===== src/rtl/core/tcps_pkg.sv =====
// Shared types and codes for the two-class priority FIFO scheduler.
package tcps_pkg;

  localparam logic MODE_ADD  = 1'b0;
  localparam logic MODE_TAKE = 1'b1;

  localparam logic [2:0] ST_ADDED  = 3'd0;
  localparam logic [2:0] ST_FULL   = 3'd1;
  localparam logic [2:0] ST_URGENT = 3'd2;
  localparam logic [2:0] ST_NORMAL = 3'd3;
  localparam logic [2:0] ST_EMPTY  = 3'd4;

  localparam logic [3:0] THRESHOLD_RESET = 4'd5;

  // Result queue depth and its index and level widths.
  localparam int OUTQ_DEPTH = 4;
  localparam int OUTQ_IW    = 2;
  localparam int OUTQ_LW    = 3;

  typedef enum logic [1:0] {
    OP_ADD_URGENT,
    OP_ADD_NORMAL,
    OP_TAKE
  } op_t;

  typedef struct packed {
    logic        mode;
    logic [15:0] entry_id;
    logic [3:0]  severity;
  } in_req_t;

  typedef struct packed {
    logic [2:0]  status;
    logic [15:0] served_id;
    logic [3:0]  served_severity;
    logic        server_select;
  } out_rsp_t;

  typedef struct packed {
    logic [15:0] id;
    logic [3:0]  sev;
  } entry_t;

  typedef struct packed {
    op_t         op;
    logic [15:0] id;
    logic [3:0]  sev;
  } cls_req_t;

endpackage


===== src/rtl/core/two_class_priority_fifo_scheduler.sv =====
// Top level of the two-class priority FIFO scheduler.
//
//   channel   handshake        payload
//   input     push / full      in_data   (mode, entry_id, severity)
//   result    empty / pop      out_data  (status, served_id, served_severity, server_select)
//   config    cfg_we           cfg_wdata (urgent threshold)
//
// One request per cycle is sustained while the result side keeps popping; a request's
// result reaches the result ports through the request queue, the back-end result stage
// with the registered read of the normal FIFO memory, then the result queue.
// Reset clears all counters and queues at once; no clearing pass is needed.
// When the result side stalls, the result queue fills, then the request queue,
// and full rises.
module two_class_priority_fifo_scheduler
  import tcps_pkg::*;
#(
  parameter int URGENT_DEPTH = 16,
  parameter int NORMAL_DEPTH = 16
) (
  input  logic       clk,
  input  logic       rst_n,
  input  logic       push,
  output logic       full,
  input  in_req_t    in_data,
  output logic       empty,
  input  logic       pop,
  output out_rsp_t   out_data,
  input  logic       cfg_we,
  input  logic [3:0] cfg_wdata
);

  logic               req_valid, req_take, rsp_valid;
  cls_req_t           req_data;
  out_rsp_t           rsp_data;
  logic [OUTQ_LW-1:0] outq_level;

  tcps_front u_front (
    .clk       (clk),
    .rst_n     (rst_n),
    .push      (push),
    .full      (full),
    .in_data   (in_data),
    .cfg_we    (cfg_we),
    .cfg_wdata (cfg_wdata),
    .req_valid (req_valid),
    .req_data  (req_data),
    .req_take  (req_take)
  );

  tcps_back #(
    .URGENT_DEPTH (URGENT_DEPTH),
    .NORMAL_DEPTH (NORMAL_DEPTH)
  ) u_back (
    .clk        (clk),
    .rst_n      (rst_n),
    .req_valid  (req_valid),
    .req_data   (req_data),
    .req_take   (req_take),
    .outq_level (outq_level),
    .rsp_valid  (rsp_valid),
    .rsp_data   (rsp_data)
  );

  tcps_outq u_outq (
    .clk      (clk),
    .rst_n    (rst_n),
    .wr_en    (rsp_valid),
    .wr_data  (rsp_data),
    .empty    (empty),
    .pop      (pop),
    .out_data (out_data),
    .level    (outq_level)
  );

endmodule


===== src/rtl/core/tcps_front.sv =====
// Front end: threshold register, request classification and the request queue.
module tcps_front
  import tcps_pkg::*;
(
  input  logic     clk,
  input  logic     rst_n,
  input  logic     push,
  output logic     full,
  input  in_req_t  in_data,
  input  logic     cfg_we,
  input  logic [3:0] cfg_wdata,
  output logic     req_valid,
  output cls_req_t req_data,
  input  logic     req_take
);

  logic [3:0] thr_r;
  cls_req_t   q_r [2];
  logic       wr_ptr_r, rd_ptr_r;
  logic [1:0] cnt_r, cnt_nxt;
  logic       acc;
  cls_req_t   cls;

  assign full      = (cnt_r == 2'd2);
  assign acc       = push && !full;
  assign req_valid = (cnt_r != 2'd0);
  assign req_data  = q_r[rd_ptr_r];

  always_comb begin
    cls.id  = in_data.entry_id;
    cls.sev = in_data.severity;
    if (in_data.mode == MODE_TAKE) begin
      cls.op = OP_TAKE;
    end else if (in_data.severity > thr_r) begin
      cls.op = OP_ADD_URGENT;
    end else begin
      cls.op = OP_ADD_NORMAL;
    end
  end

  always_comb begin
    cnt_nxt = cnt_r;
    if (acc && !req_take) begin
      cnt_nxt = cnt_r + 2'd1;
    end else if (!acc && req_take) begin
      cnt_nxt = cnt_r - 2'd1;
    end
  end

  always_ff @(posedge clk) begin
    if (!rst_n) begin
      thr_r    <= THRESHOLD_RESET;
      wr_ptr_r <= 1'b0;
      rd_ptr_r <= 1'b0;
      cnt_r    <= 2'd0;
    end else begin
      if (cfg_we) begin
        thr_r <= cfg_wdata;
      end
      if (acc) begin
        wr_ptr_r <= ~wr_ptr_r;
      end
      if (req_take) begin
        rd_ptr_r <= ~rd_ptr_r;
      end
      cnt_r <= cnt_nxt;
    end
  end

  always_ff @(posedge clk) begin
    if (acc) begin
      q_r[wr_ptr_r] <= cls;
    end
  end

endmodule


===== src/rtl/core/tcps_back.sv =====
// Back end: ordered urgent store, normal FIFO memory, parity and result stage.
module tcps_back
  import tcps_pkg::*;
#(
  parameter int URGENT_DEPTH = 16,
  parameter int NORMAL_DEPTH = 16
) (
  input  logic              clk,
  input  logic              rst_n,
  input  logic              req_valid,
  input  cls_req_t          req_data,
  output logic              req_take,
  input  logic [OUTQ_LW-1:0] outq_level,
  output logic              rsp_valid,
  output out_rsp_t          rsp_data
);

  localparam int UCW = $clog2(URGENT_DEPTH + 1);
  localparam int NCW = $clog2(NORMAL_DEPTH + 1);
  localparam int NIW = $clog2(NORMAL_DEPTH);

  // Urgent store: a row of cells kept in descending severity order.
  entry_t u_r   [URGENT_DEPTH];
  entry_t u_nxt [URGENT_DEPTH];
  logic [URGENT_DEPTH-1:0] ge;
  logic [UCW-1:0] ucount_r;

  entry_t normal_mem [NORMAL_DEPTH];
  entry_t rd_r;
  logic [NIW-1:0] head_r, tail_r;
  logic [NCW-1:0] ncount_r;
  logic           parity_r;

  logic       b_valid_r, b_from_mem_r, b_sel_r;
  logic [2:0] b_status_r;
  entry_t     b_ent_r;

  logic [OUTQ_LW:0] pending;
  logic fire, ins, upop, nwr, nrd, toggle;
  logic [2:0] status;
  entry_t new_ent;

  assign pending  = {1'b0, outq_level} + {{OUTQ_LW{1'b0}}, b_valid_r};
  assign fire     = req_valid && (pending < (OUTQ_LW+1)'(OUTQ_DEPTH));
  assign req_take = fire;
  assign new_ent  = '{id: req_data.id, sev: req_data.sev};

  always_comb begin
    ins    = 1'b0;
    upop   = 1'b0;
    nwr    = 1'b0;
    nrd    = 1'b0;
    status = ST_EMPTY;
    case (req_data.op)
      OP_ADD_URGENT: begin
        if (ucount_r == UCW'(URGENT_DEPTH)) begin
          status = ST_FULL;
        end else begin
          ins    = fire;
          status = ST_ADDED;
        end
      end
      OP_ADD_NORMAL: begin
        if (ncount_r == NCW'(NORMAL_DEPTH)) begin
          status = ST_FULL;
        end else begin
          nwr    = fire;
          status = ST_ADDED;
        end
      end
      OP_TAKE: begin
        if (ucount_r != '0) begin
          upop   = fire;
          status = ST_URGENT;
        end else if (ncount_r != '0) begin
          nrd    = fire;
          status = ST_NORMAL;
        end else begin
          status = ST_EMPTY;
        end
      end
      default: status = ST_EMPTY;
    endcase
  end

  assign toggle = upop || nrd;

  // Each cell decides on its own whether it keeps, takes the new entry or shifts.
  for (genvar i = 0; i < URGENT_DEPTH; i++) begin : g_cell
    assign ge[i] = (ucount_r > UCW'(i)) && (u_r[i].sev >= req_data.sev);
    always_comb begin
      u_nxt[i] = u_r[i];
      if (ins && !ge[i]) begin
        if (i == 0) begin
          u_nxt[i] = new_ent;
        end else if (ge[(i == 0) ? 0 : i-1]) begin
          u_nxt[i] = new_ent;
        end else begin
          u_nxt[i] = u_r[(i == 0) ? 0 : i-1];
        end
      end else if (upop && (i < URGENT_DEPTH-1)) begin
        u_nxt[i] = u_r[(i < URGENT_DEPTH-1) ? i+1 : i];
      end
    end
    always_ff @(posedge clk) begin
      u_r[i] <= u_nxt[i];
    end
  end

  always_ff @(posedge clk) begin
    if (nwr) begin
      normal_mem[tail_r] <= new_ent;
    end
    if (nrd) begin
      rd_r <= normal_mem[head_r];
    end
  end

  always_ff @(posedge clk) begin
    if (!rst_n) begin
      ucount_r  <= '0;
      ncount_r  <= '0;
      head_r    <= '0;
      tail_r    <= '0;
      parity_r  <= 1'b0;
      b_valid_r <= 1'b0;
    end else begin
      b_valid_r <= fire;
      if (ins) begin
        ucount_r <= ucount_r + UCW'(1);
      end else if (upop) begin
        ucount_r <= ucount_r - UCW'(1);
      end
      if (nwr) begin
        ncount_r <= ncount_r + NCW'(1);
        tail_r   <= (tail_r == NIW'(NORMAL_DEPTH-1)) ? '0 : tail_r + NIW'(1);
      end else if (nrd) begin
        ncount_r <= ncount_r - NCW'(1);
        head_r   <= (head_r == NIW'(NORMAL_DEPTH-1)) ? '0 : head_r + NIW'(1);
      end
      if (toggle) begin
        parity_r <= ~parity_r;
      end
    end
  end

  always_ff @(posedge clk) begin
    if (fire) begin
      b_status_r   <= status;
      b_from_mem_r <= nrd;
      b_sel_r      <= toggle ? ~parity_r : 1'b0;
      b_ent_r      <= upop ? u_r[0] : '0;
    end
  end

  assign rsp_valid = b_valid_r;
  always_comb begin
    rsp_data.status          = b_status_r;
    rsp_data.served_id       = b_from_mem_r ? rd_r.id : b_ent_r.id;
    rsp_data.served_severity = b_from_mem_r ? rd_r.sev : b_ent_r.sev;
    rsp_data.server_select   = b_sel_r;
  end

endmodule


===== src/rtl/core/tcps_outq.sv =====
// Result queue between the back end and the result port.
module tcps_outq
  import tcps_pkg::*;
(
  input  logic               clk,
  input  logic               rst_n,
  input  logic               wr_en,
  input  out_rsp_t           wr_data,
  output logic               empty,
  input  logic               pop,
  output out_rsp_t           out_data,
  output logic [OUTQ_LW-1:0] level
);

  out_rsp_t            q_r [OUTQ_DEPTH];
  logic [OUTQ_IW-1:0]  wr_ptr_r, rd_ptr_r;
  logic [OUTQ_LW-1:0]  cnt_r;
  logic                rd_en;

  assign empty    = (cnt_r == '0);
  assign rd_en    = pop && !empty;
  assign out_data = q_r[rd_ptr_r];
  assign level    = cnt_r;

  always_ff @(posedge clk) begin
    if (!rst_n) begin
      wr_ptr_r <= '0;
      rd_ptr_r <= '0;
      cnt_r    <= '0;
    end else begin
      if (wr_en) begin
        wr_ptr_r <= wr_ptr_r + OUTQ_IW'(1);
      end
      if (rd_en) begin
        rd_ptr_r <= rd_ptr_r + OUTQ_IW'(1);
      end
      if (wr_en && !rd_en) begin
        cnt_r <= cnt_r + OUTQ_LW'(1);
      end else if (!wr_en && rd_en) begin
        cnt_r <= cnt_r - OUTQ_LW'(1);
      end
    end
  end

  always_ff @(posedge clk) begin
    if (wr_en) begin
      q_r[wr_ptr_r] <= wr_data;
    end
  end

endmodule


===== config.mk =====
export PLATFORM = sky130hd
export DESIGN_NAME = two_class_priority_fifo_scheduler
export DESIGN_NICKNAME = d
export VERILOG_FILES = /design/src/rtl/core/tcps_pkg.sv /design/src/rtl/core/two_class_priority_fifo_scheduler.sv /design/src/rtl/core/tcps_front.sv /design/src/rtl/core/tcps_back.sv /design/src/rtl/core/tcps_outq.sv
export SDC_FILE = /design/constraint.sdc
export NUM_CORES = 1
export LEC_CHECK = 0
export BUFFER_PORTS_ARGS = -buffer_cell sky130_fd_sc_hd__buf_2
export CORE_MARGIN = 10
export CORE_UTILIZATION = 40
export CTS_BUF_LIST = sky130_fd_sc_hd__clkbuf_8
export CTS_CLUSTER_DIAMETER = 60
export DETAILED_ROUTE_END_ITERATION = 7
export PLACE_DENSITY = 0.67
export SLEW_MARGIN = 20
export SYNTH_ARGS = -nofsm -noshare
export SYNTH_HDL_FRONTEND = slang
export SYNTH_SLANG_ARGS = --single-unit

===== constraint.sdc =====
create_clock -name clk -period 13.1 [get_ports clk]
set_input_delay 0.655 -clock clk [delete_from_list [all_inputs] [get_ports clk]]
set_output_delay 0.655 -clock clk [all_outputs]
set_load 0.02 [all_outputs]

[Word-level counts from Yosys, hierarchy flattened]
Memory sizes are Yosys's and may differ from the RTL's. A register that Yosys moved wholly into a read port is not among the register bits.
Cells that the tools add are included.
Operators by class
  $add $sub $neg: 13
  order comparisons: 34
  equal/unequal tests: 7
  muxes and demuxes: 84
  bitwise gates (word level): 4
  reduce and logical (&&, ||, !) cells: 72
Operators by type and width (count)
  $mux W20: 46
  $ge A4 B4 Y1: 16
  $gt A5 B4 Y1 const B: 8
  $logic_and A1 B1 Y1: 39
  $logic_not A1 Y1: 22
  $gt A5 B3 Y1 const B: 4
  $mux W1: 20
  $mux W5: 4
  $mux W16: 1
  $mux W3: 4
  $mux W4: 3
  $add A5 B1 Y5 const B: 2
  $eq A5 B5 Y1 const B: 2
  $gt A5 B1 Y1 const B: 2
  $gt A5 B2 Y1 const B: 2
  $mux W2: 5
  $reduce_bool A2 Y1: 5
  $reduce_bool A5 Y1: 2
  $sub A5 B1 Y5 const B: 2
  $pmux W3 S3: 1
  $add A4 B1 Y4 const B: 2
  $eq A4 B4 Y1 const B: 2
  $add A2 B1 Y2 const B: 3
  $add A3 B1 Y4: 1
  12 further kinds: 16
Storage, ports and cells
  register bits after elaboration: 60
  RAM bits: 780
  logic and storage cells: 236
  memories kept: 4
Memories
  u_back.normal_mem: words 16, width 20, rd ports 1, clocked after memory_dff 1, wr ports 1, line tcps_back.sv:28  | entry_t normal_mem [NORMAL_DEPTH];
  u_back.u_r: words 16, width 20, rd ports 16, clocked after memory_dff 0, wr ports 16, line tcps_back.sv:23  | entry_t u_r [URGENT_DEPTH];
  u_outq.q_r: words 4, width 24, rd ports 1, clocked after memory_dff 1, wr ports 1, line tcps_outq.sv:15  | out_rsp_t q_r [OUTQ_DEPTH];
  u_front.q_r: words 2, width 22, rd ports 1, clocked after memory_dff 1, wr ports 1, line tcps_front.sv:18  | cls_req_t q_r [2];

[Depth between registers and ports, before layout]
  depth after elaboration: 8
  depth in mapped cells: 13

[Hierarchy]
Synthesis repeated with hierarchy kept, for this count alone.
Unflattened totals
  cell total of the unflattened synthesis: 2647
  area, all modules: 38725.9 sq um
Modules (own cells, without submodules)
  tcps_back: times used 1, cells an instance 2359, area each 32691.4 sq um, seq. area each 20970.1 sq um
  tcps_outq: times used 1, cells an instance 168, area each 3971.3 sq um, seq. area each 3062.9 sq um
  tcps_front: times used 1, cells an instance 120, area each 2063.2 sq um, seq. area each 1501.4 sq um

[Worst setup path before layout]
No wires, ideal clock.
  kind: register to register
  from: reg with a tool-made name
  to: mem u_back.u_r[4][0] (netlist bit), enable pin
  library setup time: 377 ps
  arrival: 3756 ps
  data required time: 12723 ps
  path slack: 8967 ps
  cell stages (with the launch flop): 12
  buffers on the path: 4
  period minus slack after synthesis: 4133 ps
  cell sequence: dfxtp_1 -> buf_2 -> buf_2 -> mux2_2 -> buf_1 -> ha_1 -> nand2b_1 -> a2111oi_0 -> a211oi_2 -> nand2b_1 -> clkbuf_1 -> nand2_1
RTL lines (line)
  end: declaration: tcps_back.sv:23

==> results.md <==
- Clock network fraction of total power: 0.263
- Reported leakage power: 0.01408 µW
- Number of global-route vias before repair: 23893
- Via density per instance: 5.640
- TritonCTS clock tree: built
- Number of setup buffers added after CTS: 0
- Power per Cell Area: 196.0 nW/µm²
- Worst r2r path cells: 10
- Total Routed Length: 95.64 mm
- Worst Path Max Fanout: 41
- Cell area after synthesis: 39600 µm²
- Max clock buf depth: 3
- P_int: 5709 µW
- Multi-input combinational cell area: 13060 µm²
- Net switching fraction of the power: 0.3366
- Gate Count Post-Synth: 2615
- Antenna violations before repair: 3
- Highest-count cells in the layout ignoring fill and taps: sky130_fd_sc_hd__edfxtp_1, sky130_fd_sc_hd__o21ai_0, sky130_fd_sc_hd__mux2i_1
- Number of synthesized register bits: 863
- Type of the tightest min-delay check: primary input to flop
- Max-slew violation total from the final report: 0
- Headroom to the max-slew limit: 0.2751
- Port bufs: 55
- Fmax achieved: 189.1 MHz
- Peak VDD IR: 0.1133 mV
- Proportion of layout cells with a drive suffix above 1: 0.2054
- Final setup fails: 0
- Post-Synthesis Mean Instance Area: 15.14 µm²
- Layout area overhead: 10.90%
- Data required time of the worst path: 13510 ps
- Num CTS Buffers: 145
- Final Hold Vio Count: 0
- Transition at the pin with the smallest max-transition slack: 1087 ps
- Flop pwr share: 0.471
- Worst-skew pair later-pin latency: 830 ps
- Die Outline Area: 112000 µm²
- Combinational Power Share: 0.265
- Global-route total usage across every layer: 0.1684
- Post-synthesis cell type count: 79
- Hold-critical path depth: 1
- Total Nets Final: 2807
- Final-layout setup total negative slack: 0 ps
- Antenna violation net count after detailed routing: 0
- Residual DRC count: 0
- Number of rows in the core area: 115
- Layout filler cell count: 8561
- Largest net degree at the start of global routing: 106
- Post-synthesis net count: 2734
- Drt first-iter violations: 2150
- First-pass iteration count of the detailed router: 7
- Sequential-to-total area share from yosys stat: 0.6449
- Floorplan die height: 334.6 µm
- Worst setup path category: flop to flop
- Width of the die: 334.6 µm
- Most used flip-flop cell after synthesis: sky130_fd_sc_hd__edfxtp_1
- Register cell area after layout: 25540 µm²
- Result of the run: finished, final reports clean
- Type of origin of the critical path: flop
- Most common library cell in the layout ignoring fill and taps: sky130_fd_sc_hd__edfxtp_1
- Placeable core region: 98280 µm²
- Switching power summed over all nets: 2897 µW
- Share of the clock period used by the worst path after layout: 0.4036
- Max Clock Skew: 57.15 ps
- Maximum Capacitance Violations: 0
- Shortest period the worst path allows: 5288 ps
- Count of clock tree sinks: 863
- Boundary Pins: 56
- CP arrival: 5700 ps
- Clock root cell: sky130_fd_sc_hd__clkbuf_8
- RSZ-0062 raised after global routing: no
- Avg WL per Cell: 23.39 µm
- Total power consumption of the routed design: 8606 µW
- Total vias in the final route: 23060
- Final RePlAce weighted congestion: 0.8221
- Final core utilization: 0.4468
- Crit path capture type: flop
- DPL Wire Length: 60.36 mm
- Post-synth EDFFs: 825
- Gr ovfl total: 0
- H-Tree Level Count: 4
- Number of synthesis warnings: 0
- Wire length of the first global-routing pass: 146.2 mm
- Starting Density: 0.4029
- Fraction of registers with async set/reset: 0
- Clock transition at the registers of the reported paths: 60 ps
[registers in the layout, indices dropped and copies added, names as in the netlist, 4 cells and up, named ones only]
register / cells
u_back.head_r: 4
u_back.normal_mem: 320
u_back.ucount_r: 5
u_back.ncount_r: 5
u_back.rd_r: 20
u_front.q_r: 44
u_front.thr_r: 4
u_back.b_ent_r: 20
u_back.tail_r: 4
u_back.u_r: 320
u_outq.q_r: 96
[stage by stage]
step                      worst slack, ps  cells  hold WS, ps  area (µm²)
after global routing                 7531   4088        37.42       43910
final                                7812   4089        65.96       43910
after CTS                            7818   4087        3.982       43910
after global placement               8053   3818        460.4       41070
after floorplan                      8967   2615        445.9       39600
after detailed placement             7897   3818        489.3       41080
[final cells by class]
type	instances	share of cell area
inverters	45	0.003847
well taps	1287	0.03667
clock inverters	108	0.01465
repair buffers	123	0.01846
diodes	2	0.0001140
clock buffers	151	0.04733
flip-flops and latches	863	0.5816
multi-input cells	1510	0.2973
[layer usage]
metal / GRT usage / routed length (µm)
met1: 0.2280 / 41750
met2: 0.2752 / 46560
met3: 0.02653 / 5361
met4: 0.05591 / 1963
met5: 0 / 0
[power by group through the flow]
| stage | Combinational [µW] | Clock (µW) | Sequential (µW) |
|---|---|---|---|
| after floorplan | 1610 | 0 | 3930 |
| after global placement | 2180 | 0 | 4090 |
| after detailed placement | 2280 | 0 | 4100 |
| after CTS | 2290 | 2310 | 4050 |
| after global routing | 2510 | 2440 | 4090 |
| final | 2280 | 2270 | 4060 |
[cells in the mapped netlist, types with 7 or more instances]
cell type	instances	share of area
sky130_fd_sc_hd__a211oi_1	24	0.0046
sky130_fd_sc_hd__a21oi_1	60	0.0076
sky130_fd_sc_hd__and2_1	27	0.0043
sky130_fd_sc_hd__buf_2	40	0.0051
sky130_fd_sc_hd__buf_4	17	0.0032
sky130_fd_sc_hd__buf_6	14	0.0040
sky130_fd_sc_hd__clkbuf_1	119	0.011
sky130_fd_sc_hd__dfxtp_1	38	0.019
sky130_fd_sc_hd__edfxtp_1	825	0.63
sky130_fd_sc_hd__ha_1	87	0.027
sky130_fd_sc_hd__inv_1	44	0.0042
sky130_fd_sc_hd__mux2_1	38	0.011
sky130_fd_sc_hd__mux2_2	102	0.029
sky130_fd_sc_hd__mux2_4	13	0.0049
sky130_fd_sc_hd__mux2i_1	258	0.065
sky130_fd_sc_hd__mux4_2	104	0.059
sky130_fd_sc_hd__nand2_1	37	0.0035
sky130_fd_sc_hd__nand2b_1	30	0.0047
sky130_fd_sc_hd__nor2_1	59	0.0056
sky130_fd_sc_hd__nor2b_1	21	0.0033
sky130_fd_sc_hd__nor3_1	31	0.0039
sky130_fd_sc_hd__o21a_1	7	0.0013
sky130_fd_sc_hd__o21ai_0	437	0.055
sky130_fd_sc_hd__o21ai_1	41	0.0052
sky130_fd_sc_hd__o31ai_1	22	0.0042
sky130_fd_sc_hd__or2_2	8	0.0013
sky130_fd_sc_hd__xor2_1	8	0.0018
[timing repair]
action	CTS	global route
endpoints found under the hold margin	19	0
gates resized for setup	0	0
hold buffers	10	0
[worst max-delay path, stage by stage (launching register included)]
cell                        delay (ps)
sky130_fd_sc_hd__dfxtp_1           300
sky130_fd_sc_hd__buf_4             360
sky130_fd_sc_hd__mux2_2            380
sky130_fd_sc_hd__buf_4             260
sky130_fd_sc_hd__inv_1             580
sky130_fd_sc_hd__ha_1              350
sky130_fd_sc_hd__a2111oi_0         770
sky130_fd_sc_hd__a211oi_4           70
sky130_fd_sc_hd__buf_4             310
sky130_fd_sc_hd__nand2b_1          570
sky130_fd_sc_hd__nand2_1           870
[worst paths after layout]
kind	startpoint	end	slack, ps
hold reg to reg	u_front.thr_r[2]	u_front.thr_r[2]	490
setup reg to reg	flop	u_back.u_r[4][16]	7810
setup / recovery	flop	u_back.u_r[4][16]	7810
hold / removal	in_data[14]	u_front.q_r[1][14]	70
[cells by family (layout without fill, tap and decap cells)]
| kind of cell | after synthesis | in the layout | share of synthesized area |
|---|---|---|---|
| xor gates and xnor gates | 14 | 14 | 0.003097 |
| other | 0 | 2 | 0 |
| buffers and inverters | 242 | 427 | 0.02853 |
| AOI/OAI and AO/OA | 649 | 649 | 0.09262 |
| adders and majority gates | 89 | 89 | 0.02850 |
| and+or+nand+nor | 243 | 243 | 0.03327 |
| DFF | 863 | 863 | 0.6449 |
| muxes | 515 | 515 | 0.1691 |
(Power assumes the default switching activity.)
